File: config.mk
export PLATFORM = sky130hd
export DESIGN_NAME = z80_dma_controller
export DESIGN_NICKNAME = d
export VERILOG_FILES = /design/src/sv/z80dma_pkg.sv /design/src/sv/z80dma_core.sv /design/src/sv/z80_dma_controller.sv
export SDC_FILE = /design/constraint.sdc
export NUM_CORES = 1
export LEC_CHECK = 0
export ABC_AREA = 1
export ABC_CLOCK_PERIOD_IN_PS = 3550
export BUFFER_PORTS_ARGS = -buffer_cell sky130_fd_sc_hd__buf_4
export CAP_MARGIN = 15
export CORE_ASPECT_RATIO = 0.6
export CORE_MARGIN = 10
export CORE_UTILIZATION = 43
export DETAILED_ROUTE_END_ITERATION = 7
export PLACE_DENSITY = 0.59
export SLEW_MARGIN = 40
export SYNTH_ARGS = -nofsm -noshare
export SYNTH_HDL_FRONTEND = slang
export SYNTH_SLANG_ARGS = --single-unit
File: constraint.sdc
create_clock -name clk -period 3.55 [get_ports clk]
set_input_delay 0.355 -clock clk [delete_from_list [all_inputs] [get_ports clk]]
set_output_delay 0.355 -clock clk [all_outputs]
set_load 0.01 [all_outputs]
File: src/sv/z80dma_pkg.sv
package z80dma_pkg;

  typedef enum logic [1:0] {
    ACT_WRITE = 2'd0,
    ACT_READ  = 2'd1,
    ACT_TICK  = 2'd2,
    ACT_NONE  = 2'd3
  } action_t;

  localparam int NREGS = 28;

  localparam logic [4:0] I_RR0 = 5'd0;
  localparam logic [4:0] I_RR1 = 5'd1;
  localparam logic [4:0] I_RR2 = 5'd2;
  localparam logic [4:0] I_RR3 = 5'd3;
  localparam logic [4:0] I_RR4 = 5'd4;
  localparam logic [4:0] I_RR5 = 5'd5;
  localparam logic [4:0] I_RR6 = 5'd6;
  localparam logic [4:0] I_WR0 = 5'd7;
  localparam logic [4:0] I_WR1 = 5'd8;
  localparam logic [4:0] I_WR2 = 5'd9;
  localparam logic [4:0] I_WR3 = 5'd10;
  localparam logic [4:0] I_WR6 = 5'd13;
  localparam logic [4:0] I_AL = 5'd14;
  localparam logic [4:0] I_AH = 5'd15;
  localparam logic [4:0] I_LENL = 5'd16;
  localparam logic [4:0] I_LENH = 5'd17;
  localparam logic [4:0] I_TIMA = 5'd18;
  localparam logic [4:0] I_TIMB = 5'd19;
  localparam logic [4:0] I_MASK = 5'd20;
  localparam logic [4:0] I_MATCH = 5'd21;
  localparam logic [4:0] I_BL = 5'd22;
  localparam logic [4:0] I_BH = 5'd23;
  localparam logic [4:0] I_INTCTL = 5'd24;
  localparam logic [4:0] I_PULSE = 5'd25;
  localparam logic [4:0] I_VECTOR = 5'd26;
  localparam logic [4:0] I_RDMASK = 5'd27;

  localparam logic [7:0] CMD_RESET = 8'hC3;
  localparam logic [7:0] CMD_TIMA = 8'hC7;
  localparam logic [7:0] CMD_TIMB = 8'hCB;
  localparam logic [7:0] CMD_REINIT = 8'hCF;
  localparam logic [7:0] CMD_CLRCNT = 8'hD3;
  localparam logic [7:0] CMD_CLRB5 = 8'hAF;
  localparam logic [7:0] CMD_SETB5 = 8'hAB;
  localparam logic [7:0] CMD_SETEN = 8'hA3;
  localparam logic [7:0] CMD_EN2 = 8'hB7;
  localparam logic [7:0] CMD_RDST = 8'hBF;
  localparam logic [7:0] CMD_RDMSK = 8'hBB;
  localparam logic [7:0] CMD_RDINIT = 8'hA7;
  localparam logic [7:0] CMD_EN1 = 8'h87;
  localparam logic [7:0] CMD_DIS = 8'h83;

  typedef struct packed {
    logic [7:0]  read_data;
    logic        transfer;
    logic [15:0] source_address;
    logic        source_is_io;
    logic [15:0] dest_address;
    logic        dest_is_io;
    logic [1:0]  cycles_taken;
    logic        block_done;
  } result_t;

  function automatic logic [15:0] step_addr(input logic [15:0] a, input logic [7:0] ctl);
    if (ctl[5]) return a;
    if (ctl[4]) return a + 16'd1;
    return a - 16'd1;
  endfunction

endpackage

File: src/sv/z80dma_core.sv
module z80dma_core (
  input  logic                clk,
  input  logic                rst,
  input  logic                go,
  input  logic [1:0]          action,
  input  logic [7:0]          write_data,
  output z80dma_pkg::result_t res
);
  import z80dma_pkg::*;

  logic [7:0]  regs [NREGS];
  logic [7:0]  regs_next [NREGS];
  logic [7:0]  read_select_mask, read_select_mask_next;
  logic [27:0] write_follow_mask, write_follow_mask_next;
  logic [2:0]  read_index, read_index_next;
  logic [4:0]  write_index, write_index_next;
  logic [1:0]  enable_mode, enable_mode_next;
  logic [2:0]  wait_count, wait_count_next;

  logic [4:0]  pos;
  logic [7:0]  rot;
  logic [2:0]  roff;
  logic        rfound;
  logic [2:0]  ri;
  logic [3:0]  tsum;
  logic [15:0] a, b, cnt, a_st, b_st;
  logic [7:0]  rr5, rr6, cmd;
  logic [1:0]  sel;
  logic        clr;

  always_comb begin
    regs_next = regs;
    read_select_mask_next = read_select_mask;
    write_follow_mask_next = write_follow_mask;
    read_index_next = read_index;
    write_index_next = write_index;
    enable_mode_next = enable_mode;
    wait_count_next = wait_count;
    res = '0;
    clr = 1'b0;
    pos = '0;
    rot = '0;
    roff = '0;
    rfound = 1'b0;
    ri = '0;
    tsum = '0;
    a = '0; b = '0; cnt = '0; a_st = '0; b_st = '0;
    rr5 = regs[I_RR5];
    rr6 = regs[I_RR6];
    cmd = '0;
    sel = write_data[1:0];
    for (int i = NREGS - 1; i >= 0; i--) begin
      if (write_follow_mask[i]) pos = 5'(i);
    end
    unique case (action_t'(action))
      ACT_WRITE: begin
        if (write_follow_mask != '0) begin
          write_follow_mask_next[pos] = 1'b0;
          if (pos == I_INTCTL) begin
            if (write_data[4]) write_follow_mask_next[I_VECTOR] = 1'b1;
            if (write_data[3]) write_follow_mask_next[I_PULSE] = 1'b1;
          end
          regs_next[pos] = write_data;
          write_index_next = pos + 5'd1;
        end else begin
          write_follow_mask_next = '0;
          write_index_next = '0;
          if ((write_data & 8'h87) == 8'h04) begin
            regs_next[I_WR1] = write_data;
            write_follow_mask_next[I_TIMA] = write_data[6];
          end else if ((write_data & 8'h87) == 8'h00) begin
            regs_next[I_WR2] = write_data;
            write_follow_mask_next[I_TIMB] = write_data[6];
          end else if (!write_data[7]) begin
            regs_next[I_WR0] = write_data;
            write_follow_mask_next[I_LENH] = write_data[6];
            write_follow_mask_next[I_LENL] = write_data[5];
            write_follow_mask_next[I_AH] = write_data[4];
            write_follow_mask_next[I_AL] = write_data[3];
          end else begin
            regs_next[I_WR3 + 5'(sel)] = write_data;
            case (sel)
              2'd0: begin
                write_follow_mask_next[I_MATCH] = write_data[4];
                write_follow_mask_next[I_MASK] = write_data[3];
              end
              2'd1: begin
                write_follow_mask_next[I_INTCTL] = write_data[4];
                write_follow_mask_next[I_BH] = write_data[3];
                write_follow_mask_next[I_BL] = write_data[2];
              end
              2'd3: begin
                // command executes from the freshly written wr6
                cmd = write_data;
                unique case (cmd)
                  CMD_RESET: clr = 1'b1;
                  CMD_TIMA: regs_next[I_TIMA] = 8'd2;
                  CMD_TIMB: regs_next[I_TIMB] = 8'd2;
                  CMD_REINIT: begin
                    regs_next[I_RR0] = '0;
                    regs_next[I_RR1] = '0;
                    regs_next[I_RR2] = '0;
                    regs_next[I_RR3] = regs[I_AL];
                    regs_next[I_RR4] = regs[I_AH];
                  end
                  CMD_CLRCNT: begin
                    regs_next[I_RR1] = '0;
                    regs_next[I_RR2] = '0;
                  end
                  CMD_CLRB5: regs_next[I_WR3][5] = 1'b0;
                  CMD_SETB5: regs_next[I_WR3][5] = 1'b1;
                  CMD_SETEN: begin
                    regs_next[I_WR3][5] = 1'b1;
                    enable_mode_next = 2'd2;
                  end
                  CMD_EN2: enable_mode_next = 2'd2;
                  CMD_RDST: begin
                    read_select_mask_next = 8'd1;
                    read_index_next = '0;
                  end
                  CMD_RDMSK: begin
                    write_follow_mask_next = '0;
                    write_follow_mask_next[I_RDMASK] = 1'b1;
                  end
                  CMD_RDINIT: begin
                    read_index_next = '0;
                    read_select_mask_next = regs[I_RDMASK] & 8'h7F;
                  end
                  CMD_EN1: enable_mode_next = 2'd1;
                  CMD_DIS: enable_mode_next = 2'd0;
                  default: ;
                endcase
              end
              default: ;
            endcase
          end
        end
      end
      ACT_READ: begin
        res.read_data = 8'hFF;
        rot = (read_select_mask >> read_index) | (read_select_mask << (4'd8 - {1'b0, read_index}));
        for (int k = 7; k >= 0; k--) begin
          if (rot[k]) begin
            roff = 3'(k);
            rfound = 1'b1;
          end
        end
        if (rfound) begin
          ri = read_index + roff;
          read_select_mask_next[ri] = 1'b0;
          read_index_next = ri + 3'd1;
          res.read_data = regs[{2'b00, ri}];
        end
      end
      ACT_TICK: begin
        if (enable_mode != '0) begin
          if (wait_count != '0) begin
            wait_count_next = wait_count - 3'd1;
          end else begin
            tsum = {2'b00, regs[I_TIMA][1:0]} + {2'b00, regs[I_TIMB][1:0]};
            wait_count_next = (tsum >= 4'd4) ? 3'd0 : 3'(4'd4 - tsum);
            a = {regs[I_RR4], regs[I_RR3]};
            if (regs[I_WR2][5]) begin
              b = {regs[I_BH], regs[I_BL]};
            end else begin
              if ((regs[I_RR1] | regs[I_RR2]) == '0) begin
                rr5 = regs[I_BL];
                rr6 = regs[I_BH];
              end
              b = {rr6, rr5};
            end
            res.transfer = 1'b1;
            if (regs[I_WR0][2]) begin
              res.source_address = a; res.source_is_io = regs[I_WR1][3];
              res.dest_address = b;   res.dest_is_io = regs[I_WR2][3];
            end else begin
              res.source_address = b; res.source_is_io = regs[I_WR2][3];
              res.dest_address = a;   res.dest_is_io = regs[I_WR1][3];
            end
            res.cycles_taken = 2'd2;
            cnt = {regs[I_RR2], regs[I_RR1]} + 16'd1;
            regs_next[I_RR1] = cnt[7:0];
            regs_next[I_RR2] = cnt[15:8];
            a_st = step_addr(a, regs[I_WR1]);
            regs_next[I_RR3] = a_st[7:0];
            regs_next[I_RR4] = a_st[15:8];
            if (!regs[I_WR2][5]) begin
              b_st = step_addr(b, regs[I_WR2]);
              regs_next[I_RR5] = b_st[7:0];
              regs_next[I_RR6] = b_st[15:8];
            end
            if (cnt == {regs[I_LENH], regs[I_LENL]}) begin
              enable_mode_next = '0;
              regs_next[I_RR0][0] = 1'b1;
              res.block_done = 1'b1;
            end
          end
        end
      end
      default: ;
    endcase
  end

  always_ff @(posedge clk) begin
    if (rst || (go && clr)) begin
      for (int i = 0; i < NREGS; i++) regs[i] <= '0;
      read_select_mask <= '0;
      write_follow_mask <= '0;
      read_index <= '0;
      write_index <= '0;
      enable_mode <= '0;
      wait_count <= '0;
    end else if (go) begin
      regs <= regs_next;
      read_select_mask <= read_select_mask_next;
      write_follow_mask <= write_follow_mask_next;
      read_index <= read_index_next;
      write_index <= write_index_next;
      enable_mode <= enable_mode_next;
      wait_count <= wait_count_next;
    end
  end

endmodule

File: src/sv/z80_dma_controller.sv
// z80-style dma controller, block transfer subset
// command channel: start with action and write_data starts a transaction when
// busy is low; busy is never raised, so one transaction may start every cycle
// action 0 writes a control byte, 1 reads a status byte, 2 is one bus clock tick
// result: done pulses for one cycle, in the cycle after the start, with read_data,
// transfer, source/dest address and space, cycles_taken and block_done
// throughput 1 transaction per cycle; all state updates in the same single pass
// of logic between the command and the result register
// the receiver cannot stall; results must be taken in the cycle done is high
// rst (synchronous) clears the register file, masks, indices, enable and wait
// count; no clearing pass, the block is usable the cycle after reset
// the reset command (wr6 0xc3) clears the same state as rst
module z80_dma_controller (
  input  logic        clk,
  input  logic        rst,
  input  logic        start,
  output logic        busy,
  input  logic [1:0]  action,
  input  logic [7:0]  write_data,
  output logic        done,
  output logic [7:0]  read_data,
  output logic        transfer,
  output logic [15:0] source_address,
  output logic        source_is_io,
  output logic [15:0] dest_address,
  output logic        dest_is_io,
  output logic [1:0]  cycles_taken,
  output logic        block_done
);
  import z80dma_pkg::*;

  result_t res, res_q;
  logic    go;

  // never blocks: every transaction finishes in one pass
  assign busy = 1'b0;
  assign go = start && !busy;

  z80dma_core u_core (
    .clk        (clk),
    .rst        (rst),
    .go         (go),
    .action     (action),
    .write_data (write_data),
    .res        (res)
  );

  // result register
  always_ff @(posedge clk) begin
    if (rst) begin
      done <= 1'b0;
    end else begin
      done <= go;
    end
    res_q <= res;
  end

  assign read_data = res_q.read_data;
  assign transfer = res_q.transfer;
  assign source_address = res_q.source_address;
  assign source_is_io = res_q.source_is_io;
  assign dest_address = res_q.dest_address;
  assign dest_is_io = res_q.dest_is_io;
  assign cycles_taken = res_q.cycles_taken;
  assign block_done = res_q.block_done;

endmodule

==> Word-level counts from Yosys, hierarchy flattened <==
Cells that the tools add are included.
{ "word_totals": {"out_inout_bits": 48, "in_bits": 13, "ff_bits": 315} }
{ "op_classes": {"bitwise": 11, "n_eq_ne": 40, "n_lt_le_gt_ge": 10, "shift": 2, "n_reduce_logical": 36, "mux": 178, "add_sub_neg": 12} }
{ "op_table": {"columns": ["operator", "count"], "rows": [
  ["$bwmux 224", 2],
  ["$mux 16", 15],
  ["$mux 224", 1],
  ["$mux 28", 8],
  ["$mux 160", 1],
  ["$mux 8", 20],
  ["$mux 152", 1],
  ["$mux 144", 1],
  ["$mux 5", 28],
  ["$eq 8x8->1 const B", 14],
  ["$mux 49", 2],
  ["$pmux 49 s2", 1],
  ["$demux 8 s5", 2],
  ["$mux 72", 1],
  ["$mux 64", 1],
  ["$mux 3", 19],
  ["$mux 56", 1],
  ["$add 16x1->16 const B", 3],
  ["$mux 1", 44],
  ["$bmux 8 s5", 1],
  ["$mux 40", 1],
  ["$mux 38", 1],
  ["$mux 34", 1],
  ["$pmux 8 s2", 2],
  ["67 further kinds", 118]
]} }

==> Logic depth before layout (Yosys ltp) <==
Gate-level depths: netlist of run 1.
{ "logic_depth": {"ltp_word": 37, "depth_mapped": 35, "ltp_nobuf": 34} }

==> Modules after synthesis <==
From an unflattened synthesis of run 1, not the netlist that was laid out.
{ "unflattened": {"hier_cells": 1886, "area_unflattened_um2": 12703.4} }
{ "modules_own_cells": {"columns": ["mod", "area_per_inst_um2", "cells_each", "n_inst", "seq_area_each_um2"], "rows": [
  ["z80dma_core", 11741.3, 1835, 1, 3463.3],
  ["z80_dma_controller", 962.2, 51, 1, 940.9]
]} }

==> Worst setup path before layout of run 1 <==
Ideal clock, no wire load.
{ "synth_timing": {"path_kind": "flip-flop to flip-flop", "from": "register u_core.read_index[1]", "to": "register res_q (netlist bit read_data[3])", "required_ns": 3.427, "setup_slack_ns": -0.369, "n_path_buf": 2, "path_stages_with_launch": 21, "arrival_time_ns": 3.797, "setup_ns": 0.123, "cell_sequence": "dfxtp_1 clkbuf_1 inv_2 ha_1 clkinv_1 o21ai_1 o21ai_0 nand2_1 o21ai_0 a21oi_1 o21ai_0 nand2_1 a21boi_0 ha_1 fa_1 clkbuf_1 inv_1 nand3_1 o221ai_1 o41ai_1 inv_1"} }
{ "synth_between": {"elab_chain_cells": 18} }
{ "synth_lines": {"columns": ["item", "line_no", "source"], "rows": [
  ["start, declared", "z80dma_core.sv:15", "logic [2:0] read_index, read_index_next;"],
  ["start signal, assigned", "z80dma_core.sv:217", "read_index <= read_index_next;"],
  ["$sub 4x3->4", "z80dma_core.sv:141", "rot = (read_select_mask >> read_index) | (read_select_mask << (4'd8 - {1'b0, read_index}));"],
  ["$shl 8x4->8", "z80dma_core.sv:141", null],
  ["$or 8x8->8", "z80dma_core.sv:141", null],
  ["$mux 3 (8 in a row)", "z80dma_core.sv:143", "if (rot[k]) begin"],
  ["$mux 3", "z80dma_core.sv:55", "unique case (action_t'(action))"],
  ["$add 3x3->3", "z80dma_core.sv:149", "ri = read_index + roff;"],
  ["$not 3->6 (implied by the code)", "z80dma_core.sv:152", "res.read_data = regs[{2'b00, ri}];"],
  ["$bmux 8 s5", "z80dma_core.sv:152", null],
  ["$mux 8 (implied by the code) (2 in a row)", "z80dma_core.sv:152", null],
  ["$mux 8 (*)", "z80dma_core.sv:148", "if (rfound) begin"],
  ["end signal, assigned", "z80_dma_controller.sv:55", "res_q <= res;"],
  ["end, declared", "z80_dma_controller.sv:32", "result_t res, res_q;"]
]} }
Every way passes the cells marked *; elsewhere a longest branch is shown, timed or not. The select of a mux whose other input is x is not followed.
A chain may end at the register's enable or synchronous reset.

==> Worst setup path in the final report of run 1 <==
{ "layout_timing": {"from": "register u_core.read_index[0]", "to": "register u_core.read_select_mask[1]"} }
{ "layout_between": {"elab_chain_cells": 21} }
{ "layout_lines": {"columns": ["item", "line_no", "source"], "rows": [
  ["$sub 4x3->4", "z80dma_core.sv:141", null],
  ["$shl 8x4->8", "z80dma_core.sv:141", null],
  ["$or 8x8->8", "z80dma_core.sv:141", null],
  ["$mux 3 (8 in a row)", "z80dma_core.sv:143", null],
  ["$mux 3", "z80dma_core.sv:55", null],
  ["$add 3x3->3", "z80dma_core.sv:149", null],
  ["$lt 3x4->1 (implied by the code) / $ge 3x1->1 (equally long branches)", "z80dma_core.sv:150", "read_select_mask_next[ri] = 1'b0;"],
  ["$logic_and 1x1->1 (implied by the code)", "z80dma_core.sv:150", null],
  ["$mux 1 (implied by the code)", "z80dma_core.sv:150", null],
  ["$demux 1 s3", null, null],
  ["$not 8->8 (no source line)", null, null],
  ["$and 8x8->8 (no source line)", null, null],
  ["$mux 8", "z80dma_core.sv:148", null],
  ["$pmux 8 s2", "z80dma_core.sv:55", null],
  ["end signal, assigned", "z80dma_core.sv:215", "read_select_mask <= read_select_mask_next;"],
  ["end, declared", "z80dma_core.sv:13", "logic [7:0] read_select_mask, read_select_mask_next;"]
]} }
Parallel ways exist; a longest one is shown, timed or not. The select of a mux whose other input is x is not followed.

==> flow_summary.yaml, run 1 <==
outcome:
  outcome: "finished with violations"
  violations: "setup timing"
floorplanning:
  start_util_pct: 44.1
  row_count: 48
  fp.dieH_um: 154
  dieArea_sq_um: 37400
  die_x_um: 243
  top_level_ports: 61
  core_sq_um: 29100
worst_setup_path:
  required_ns: 3.95
  cp_max_fo: 15
  start_kind: "flop"
  path_class: "reg2reg"
  reg2reg_slack_ns: -0.04
  crit_path_start: "u_core.read_index[0]"
  critPathCapture: "u_core.read_select_mask[1]"
  arrival_ns: 3.99
  r2r_start: "u_core.read_index[0]"
  r2r_end: "u_core.read_select_mask[1]"
  rr_worst_depth: 20
  endpoint_kind: "flop"
clock_network:
  cts_tree: "built"
  clkTransAtPathRegs_ns: 0.06
  cts_buffers: 24
  cts-root-buf: "clkbuf_16"
  clock_tree.buffer_depth: 3
  clock_sinks: 218
  htreeDepth: 1
  clock_latency_ns: 0.54
finish:
  drive_gt1_share_pct: 18.7
  stdcell_count: 2521
  antenna_cells: 0
  fin_nets: 2158
  area_delta_synth_final_pct: 25.5
  design_area_sq_um: 16100
  fillers: 2953
timing:
  worstMarginPinSlew_ns: 0.810
  setup_slack_ns: -0.0413
  finalSetupViolations: 2
  skew_ns: 0.0240
  min_period_ns: 3.59
  max_freq_ghz: 0.278
  min_period_over_period_pct: 101
  drv_slew: 0
  max-slew-margin-rel_pct: 45.9
  rsz0062_at_grt: "true"
  finalHoldViolCount: 0
worst_hold_path:
  hp-start: "start"
  hp-class: "in2reg"
  hold_depth: 3
place:
  placed_cells: 2459
  place.gp.congestion: 0.938
  dpl.hpwl_mm: 36.5
  placed_area_sq_um: 14600
  io_buffers: 58
power_and_ir_drop:
  p_leak_uw: 0.00735
  ir_worst_vdd_v: 0.000344
  power-per-cell-area_nw_per_um2: 471
logic_synthesis:
  seq_area_frac_synth_pct: 34.0
  yosys.area.top_type: "dfxtp_1"
  synthMuxAreaShare_pct: 0.0780
  synth.area.top_cells: "dfxtp_1 (34%), nand2_1 (11%), inv_1 (7.8%)"
  yosysTopAreaCellShare_pct: 34.0
  synthSimpleGateAreaFrac_pct: 26.8
  synth-async-reset-ratio_pct: 0
  syn_inst: 1934
  synthXorXnorAreaFrac_pct: 1.84
  synth_commonest_cells: "nand2_1 (380), inv_1 (268), nor2_1 (238)"
  syn_area_sq_um: 12800
  synth-seq-cells: 218
  synth_cell_types: 60
  synth.avg_cell_area_sq_um: 6.63
  synth-adder-area-share_pct: 4.13
  ys.flop_type: "dfxtp_1"
  synth_compound_gate_area_share_pct: 22.0
  post-synth-top-count-cell: "nand2_1"
  synth_top_family_by_area: "simple AND/OR/NAND/NOR gates"
  yosys_warnings: 0
  synth_edf_count: 0
global_routing:
  antenna_found_initial: 0
  grt_max_degree: 71
  grt_pass1_vias: 12200
  grt_usage_pct: 24.7
  grt_pass1_wl_mm: 72.9
  grt-ovfl-total: 0
detailed_routing:
  wire_per_inst_um: 19.3
  drc_errors: 0
  vias_per_cell: 5.47
  routed_wl_mm: 48.6
  drtAntennaViolNets: 0
  vias: 13800
  firstDrtPassIters: 6
  drtIter0Drc: 1483
run:
  max-cap-violations: 0
## cell usage in the layout, fill, tap and decap left out, drive strengths merged, types with 3 or more instances in the layout
cell / instances
nand2: 392
nor3: 26
xor2: 19
or2: 3
nand4: 32
o41ai: 8
o21ai: 201
o21bai: 10
ha: 36
inv: 277
o22ai: 37
buf: 217
nor2: 244
clkbuf: 38
fa: 4
nand3b: 3
a31oi: 20
nand3: 77
o221ai: 15
clkinv: 8
dfxtp: 218
a21oi: 170
nor4: 9
a211oi: 14
o211ai: 12
xnor2: 8
## critical path, stage by stage, from the launching register on
cell and delay (ns):
dfxtp_4 0.36, buf_12 0.15, o21ai_0 0.34, nand2_1 0.15, o21ai_2 0.17, inv_1 0.07
a21oi_2 0.12, o21ai_1 0.07, nand2_1 0.08, a21boi_2 0.06, ha_2 0.19, fa_2 0.35
xor2_2 0.16, buf_4 0.14, nand2_4 0.08, nand2_8 0.09, nor3_4 0.28, clkinvlp_4 0.20
buf_6 0.15, o211ai_1 0.16, a21oi_1 0.08
## power breakdown
group | internal (uW) | switching, uW | total [uW]
Sequential | 2520 | 48.6 | 2570
Combinational | 917 | 1490 | 2400
Clock | 1560 | 1060 | 2610
## kinds of logic after synthesis
logic type                 Yosys count
other                                1
DFF                                218
AOI/OAI and AO/OA                  499
xor gates and xnor gates            27
and+or+nand+nor                    789
buffers and inverters              359
adders and majority gates           40
muxes                                1
## flip-flops by register name, indices dropped and copies added (netlist names), 2 cells and up
name	count
dest_address	16
read_data	8
source_address	16
u_core.enable_mode	2
u_core.read_index	3
u_core.read_select_mask	8
u_core.regs	129
u_core.wait_count	3
u_core.write_follow_mask	28
## stage by stage
step	setup slack [ns]	power [uW]	setup TNS, ns	util [%]	hold WS (ns)
floorplan	0.00380	3850	0	-	0.425
global placement	-0.154	4660	-1.24	50.1	0.441
detailed placement	-0.277	4670	-1.74	50.1	0.444
CTS	0.00233	7320	0	53.3	0.0926
global route	-0.258	7930	-2.47	55.4	0.139
finish	-0.0413	7590	-0.0759	55.4	0.116
## layer usage
| layer | vias up | track usage [%] | part of all wire, % | wire length [um] |
|---|---|---|---|---|
| met5 | - | 0 | 0 | 0 |
| met3 | 78 | 5.97 | 10 | 5090 |
| met4 | 0 | 5.04 | 2.2 | 1060 |
| met2 | 571 | 35.0 | 40 | 19500 |
| met1 | 6420 | 36.9 | 47 | 23000 |
| li1 | 6730 | - | - | - |
## worst min path at each step
stage | endpoint | slack (ns)
after floorplan | u_core.regs[96] | 0.42
after global placement | u_core.regs[100] | 0.44
after detailed placement | u_core.regs[99] | 0.44
after CTS | done | 0.09
after global routing | done | 0.14
final | done | 0.12
## cell type report
cell class	instances	area, sq um	share of cell area, %
Sequential cell	218	4380	27.2
Inverter	284	1090	6.78
Timing Repair Buffer	218	1720	10.7
Clock inverter	4	72.6	0.451
Multi-Input combinational cell	1358	7590	47.2
Timing Repair inverter	1	7.51	0.0466
Clock buffer	38	734	4.56
Tap cell	400	500	3.11
## what timing repair did
item                                   CTS  global route
cloned                                   0             2
resized for setup                       22           118
hold buffers                             1             0
setup endpoints to repair               15            30
setup buffers                            2            16
pin swaps                               10            34
endpoints found under the hold margin    1             0
Note: power is estimated with default switching activity, not from simulation.
==> run 2, diff against run 1 <==
Settings changed: CELL_PAD_IN_SITES_DETAIL_PLACEMENT from default to 1, CELL_PAD_IN_SITES_GLOBAL_PLACEMENT from default to 1, CORE_UTILIZATION 43 to 40, PLACE_DENSITY 0.59 to 0.74.
==> run 2 against run 1 <==
The flow still finishes with violations (setup timing); sequential share of layout area decreased by 0.32 points; clock-buffer cell count decreased by 4; sequential cell count unchanged; first-iteration DRC count is 17% lower; hold slack worse by 0.022 ns; largest cell class unchanged; largest power group is now combinational cells.
==> flow_summary.yaml, run 2 (synthesized netlist as in run 1, its figures left out) <==
outcome:
  outcome: "finished with violations"
  violations: "setup timing"
floorplanning:
  top_level_ports: 61
  core_sq_um: 31400
  fp.dieH_um: 159
  row_count: 50
  die_x_um: 251
  start_util_pct: 40.9
  dieArea_sq_um: 39900
global_routing:
  grt_pass1_vias: 14000
  grt_pass1_wl_mm: 84.7
  antenna_found_initial: 1
  grt_usage_pct: 26.9
  grt_max_degree: 133
  grt-ovfl-total: 0
worst_setup_path:
  cp_top_family: "buffers and inverters"
  arrival_ns: 4.22
  cp.depth: 22
  critPathMaxStageDelay_ns: 0.36
  cp_max_fo: 6
  cp_cell_sequence: "inv_4, ha_4, xor2_4, inv_2, buf_4, nor2_1, inv_1, buf_6, o22ai_2, nor2_1, a21boi_2, ha_2, fa_2, xor2_1, or2_1, nand2_4, buf_12, nand3_2, buf_6, o221ai_1, o41ai_2, inv_1"
  endpoint_kind: "flop"
  r2r_start: "u_core.read_index[0]"
  required_ns: 4.04
  reg2reg_slack_ns: -0.18
  cp_slowest_cell: "dfxtp_4"
  start_kind: "flop"
  rr_worst_depth: 22
  path_class: "reg2reg"
  crit_buf_inv: 8
  r2r_end: "read_data[6]"
clock_network:
  cts-root-buf: "clkbuf_16"
  cts_buffers: 23
  clock_sinks: 218
  clock_tree.buffer_depth: 3
  clock_latency_ns: 0.54
  clkTransAtPathRegs_ns: 0.07
  cts_tree: "built"
  htreeDepth: 1
finish:
  regMostFlops: "u_core.regs"
  final_common_cell: "nand2_1"
  area_delta_synth_final_pct: 27.1
  fin_nets: 2160
  drive_gt1_share_pct: 20.7
  antenna_cells: 0
  largest_reg_flops: 129
  layout_common_cells: "nand2_1 (363), inv_1 (257), nor2_1 (229), dfxtp_1 (212), buf_4 (195)"
  largestRegisters: "u_core.regs (129), u_core.write_follow_mask (28)"
timing:
  finalSetupViolations: 12
  final.setup.tns_ns: -1.34
  worstMarginPinSlew_ns: 0.743
  drv_slew: 0
  setup_slack_ns: -0.179
  max-slew-margin-rel_pct: 50.1
  min_period_ns: 3.73
  min_period_over_period_pct: 105
  finalHoldViolCount: 0
  skew_ns: 0.0117
  rsz0062_at_grt: "true"
  max_freq_ghz: 0.268
worst_hold_path:
  hold_end: "done"
  hold_depth: 3
  hp-class: "in2reg"
  hp-start: "start"
detailed_routing:
  wire_per_inst_um: 22.5
  drtAntennaViolNets: 0
  firstDrtPassIters: 5
  drtIter0Drc: 1229
  routed_wl_mm: 57.1
  vias_per_cell: 5.62
  drc_errors: 0
  vias: 14300
place:
  dp_slack_ns: -0.497
  place.gp.congestion: 0.920
  dpl.hpwl_mm: 41.8
  io_buffers: 58
power_and_ir_drop:
  p_leak_uw: 0.00742
  power-per-cell-area_nw_per_um2: 476
  ir_worst_vdd_v: 0.000297
run:
  max-cap-violations: 0
[run 2: tightest hold or removal path: cells and delay by family]
family / cells / cell delay (ns)
buffers and inverters: 2 / 0.17
and+or+nand+nor: 1 / 0.08
[run 2: per-stage QoR]
| stage | util (%) | instance area, sq um | total power [uW] | hold slack, ns | std cells |
|---|---|---|---|---|---|
| detailed placement | 46.3 | 14500 | 4750 | 0.454 | 2464 |
| floorplan | - | 12900 | 3850 | 0.425 | 1935 |
| finish | 51.9 | 16300 | 7770 | 0.0940 | 2539 |
| global route | 51.9 | 16300 | 8090 | 0.108 | 2539 |
| global placement | 46.3 | 14500 | 4690 | 0.439 | 2464 |
| CTS | 49.5 | 15500 | 7400 | 0.0875 | 2510 |
[run 2: power breakdown]
| part | internal [uW] | switching (uW) | total (uW) |
|---|---|---|---|
| logic | 993 | 1650 | 2640 |
| registers | 2520 | 58.1 | 2580 |
| clock network | 1450 | 1100 | 2550 |
[run 2: how the worst max path moves through the flow]
stage / startpoint / end / slack, ns
after floorplan: u_core.read_index[1] / read_data[7] / 0.004
after global placement: u_core.regs[207] / u_core.regs[174] / -0.27
after detailed placement: u_core.regs[211] / u_core.regs[174] / -0.50
after CTS: u_core.read_index[0] / read_data[0] / -0.05
after global routing: u_core.read_index[0] / read_data[5] / -0.35
final: u_core.read_index[0] / read_data[6] / -0.18
[run 2: layout make-up]
type,instances,area [sq um]
clock buffers,34,667
multi-input cells,1359,7740
repair buffers,221,1810
inverters,284,1090
clock inverters,7,93.8
flip-flops and latches,218,4380
fillers,4007,15100
well taps,416,520
[run 2: routing by layer]
| layer | wire (um) | vias up | global-route usage (%) |
|---|---|---|---|
| met5 | 0 | - | 0 |
| met1 | 27400 | 7006 | 38.9 |
| met4 | 993 | 0 | 4.28 |
| met2 | 24300 | 457 | 40.5 |
| met3 | 4390 | 76 | 5.88 |
| li1 | - | 6737 | - |
[run 2: repair_timing]
item	CTS	global route
gates cloned	0	4
pin swaps	19	52
endpoints found under the hold margin	1	0
hold buffers	1	0
setup endpoints to repair	25	38
resized for setup	60	129
setup buffers	4	29
==> run 3, diff against run 2 <==
--- a/config.mk
+++ b/config.mk
@@ -8,3 +8,3 @@
 export ABC_AREA = 1
-export ABC_CLOCK_PERIOD_IN_PS = 3550
+export ABC_CLOCK_PERIOD_IN_PS = 3100
 export BUFFER_PORTS_ARGS = -buffer_cell sky130_fd_sc_hd__buf_4
@@ -15,5 +15,6 @@
 export CORE_MARGIN = 10
-export CORE_UTILIZATION = 40
+export CORE_UTILIZATION = 42
+export CTS_BUF_LIST = sky130_fd_sc_hd__clkbuf_4
 export DETAILED_ROUTE_END_ITERATION = 7
-export PLACE_DENSITY = 0.74
+export PLACE_DENSITY = 0.77
 export SLEW_MARGIN = 40
==> constraint.sdc (replaced) <==
create_clock -name clk -period 3.1 [get_ports clk]
set_input_delay 0.155 -clock clk [delete_from_list [all_inputs] [get_ports clk]]
set_output_delay 0.155 -clock clk [all_outputs]
set_load 0.01 [all_outputs]
==> run 3 against run 2 <==
The flow still finishes with violations (setup timing); global-route usage rose by 4.0 points; register-to-register slack got worse by 0.56 ns; sequential power is 15% higher; setup slack worse by 0.56 ns; largest cell class unchanged; maximum frequency shrank 2.9%; highest routed layer is now met5.
==> flow_summary.yaml, run 3 (synthesized netlist as in run 1, its figures left out) <==
clock_network:
  cts-root-buf: "clkbuf_4"
  clkTransAtPathRegs_ns: 0.10
  htreeDepth: 2
  cts_buffers: 56
  cts_tree: "built"
  clock_sinks: 218
  clock_latency_ns: 0.88
  clock_tree.buffer_depth: 3
power_and_ir_drop:
  sw_frac_of_total_pct: 43.2
  p_leak_uw: 0.00851
  power_frac_seq_pct: 28.5
  p_int_uw: 5900
  power_switching_uw: 4480
  power_uw: 10400
  combPwrFrac_pct: 43.6
  clockPowerShare_pct: 27.8
  ir_worst_vdd_v: 0.000417
  power-per-cell-area_nw_per_um2: 542
outcome:
  violations: "setup timing"
  outcome: "finished with violations"
timing:
  max-slew-margin-rel_pct: 37.5
  min_period_ns: 3.84
  min_period_over_period_pct: 124
  holdWs_ns: 0.279
  max_freq_ghz: 0.260
  rsz0062_at_grt: "true"
  worstMarginPinSlew_ns: 0.933
  finalSetupViolations: 176
  setup_slack_ns: -0.742
  skew_ns: 0.155
  drv_slew: 0
  finalHoldViolCount: 0
global_routing:
  grt_busiest_layer: "met2"
  antenna_found_initial: 7
  grt_pass1_vias: 15500
  use_met3_pct: 11.3
  grt_util_met2_pct: 46.3
  grt_max_degree: 91
  grt_pass1_wl_mm: 91.9
  grt_use_met1_pct: 40.5
  grt_usage_pct: 30.9
  grt-ovfl-total: 0
worst_setup_path:
  required_ns: 3.81
  rr_worst_depth: 28
  cp_top_family: "simple AND/OR/NAND/NOR gates"
  crit_buf_inv: 6
  cp.depth: 28
  path_class: "reg2reg"
  arrival_ns: 4.55
  critPathMaxStageDelay_ns: 0.36
  reg2reg_slack_ns: -0.74
  cp_slowest_cell: "dfxtp_1"
  cp_max_fo: 5
  endpoint_kind: "flop"
  start_kind: "flop"
floorplanning:
  row_count: 49
  start_util_pct: 42.7
  dieArea_sq_um: 38200
  die_x_um: 246
  fp.dieH_um: 155
  top_level_ports: 61
  core_sq_um: 30000
place:
  place.gp.congestion: 0.961
  io_buffers: 58
  dpl.hpwl_mm: 43.5
  dp_slack_ns: -0.745
  placed_area_sq_um: 15100
finish:
  drive_gt1_share_pct: 35.9
  regArea_sq_um: 4390
  multiInputGateArea_sq_um: 9070
  largest_reg_flops: 129
  fin_util_pct: 63.7
  design_area_sq_um: 19100
  regMostFlops: "u_core.regs"
  final_common_cell: "nand2_1"
  fillers: 3739
  area_delta_synth_final_pct: 49.1
  largestRegisters: "u_core.regs (129), u_core.write_follow_mask (28)"
  layout_common_cells: "nand2_1 (305), buf_4 (290), inv_1 (239), dfxtp_1 (205), nor2_1 (197)"
  fin_nets: 2361
detailed_routing:
  drtIter0Drc: 2639
  vias_per_cell: 6.57
  vias: 18200
  firstDrtPassIters: 7
  wire_per_inst_um: 29.8
  routed_wl_mm: 82.3
  drc_errors: 0
  drtAntennaViolNets: 0
worst_hold_path:
  hp-class: "in2reg"
  hold_depth: 4
run:
  max-cap-violations: 0
-- run 3: changes by cell type in the layout (fill, tap and decap cells not counted), moves of 29 or more --
| cell | previous run | this run |
|---|---|---|
| o21ai_0 | 156 | 113 |
| nor2_1 | 229 | 197 |
| a21oi_1 | 158 | 129 |
| nand2_2 | 21 | 57 |
| buf_6 | 19 | 57 |
| nand2_1 | 363 | 305 |
| buf_4 | 195 | 290 |
| clkbuf_4 | 0 | 72 |
-- run 3: what timing repair did --
item,in CTS,in global routing
setup buffers,32,85
endpoints found under the setup margin,68,182
pin swaps,38,151
hold buffers,13,0
resized for setup,127,437
gates cloned,3,13
endpoints found under the hold margin,84,0
-- run 3: per-layer routing --
layer,part of all wire [%],vias up
met2,42,1654
li1,-,7209
met4,7.3,6
met5,0.056,-
met3,14,613
met1,36,8686
-- run 3: layout make-up --
cell class              instances  share of cell area, %
clock buffers                  72                   2.82
well taps                     408                   2.67
clock inverters                29                  0.902
repair inverters                3                 0.0981
inverters                     284                   6.04
diodes                          5                 0.0654
repair buffers                377                   17.1
flip-flops and latches        218                   23.0
multi-input cells            1368                   47.4
-- run 3: path summary, 6_finish.rpt --
| path | startpoint | endpoint |
|---|---|---|
| max | u_core.regs[206] | u_core.regs[175] |
| min | write_data[4] | u_core.regs[108] |
| max reg2reg | u_core.regs[206] | u_core.regs[175] |
| min reg2reg | u_core.enable_mode[1] | u_core.enable_mode[1] |
-- run 3: power by group through the flow --
stage               Combinational (uW)  Clock, uW  Sequential [uW]
finish                            4530       2890             2960
global route                      4610       2960             2960
CTS                               3050       2680             2940
detailed placement                2620          0             3000
global placement                  2520          0             3000
floorplan                         1510          0             3000
-- run 3: worst reg2reg max path: cells and delay by family, from the launching register on --
family | cells | cell delay [ns]
buffers and inverters | 6 | 0.68
and+or+nand+nor | 16 | 1.82
AOI/OAI and AO/OA | 5 | 0.68
adders and majority gates | 1 | 0.19
DFF | 1 | 0.36
-- run 3: per-stage QoR --
step           setup TNS (ns)  instances
6_report               -53.14       2764
5_1_grt                -78.54       2760
4_1_cts                 -6.89       2666
3_5_place_dp           -12.68       2519
3_3_place_gp            -9.41       2519
2_1_floorplan           -1.55       1935
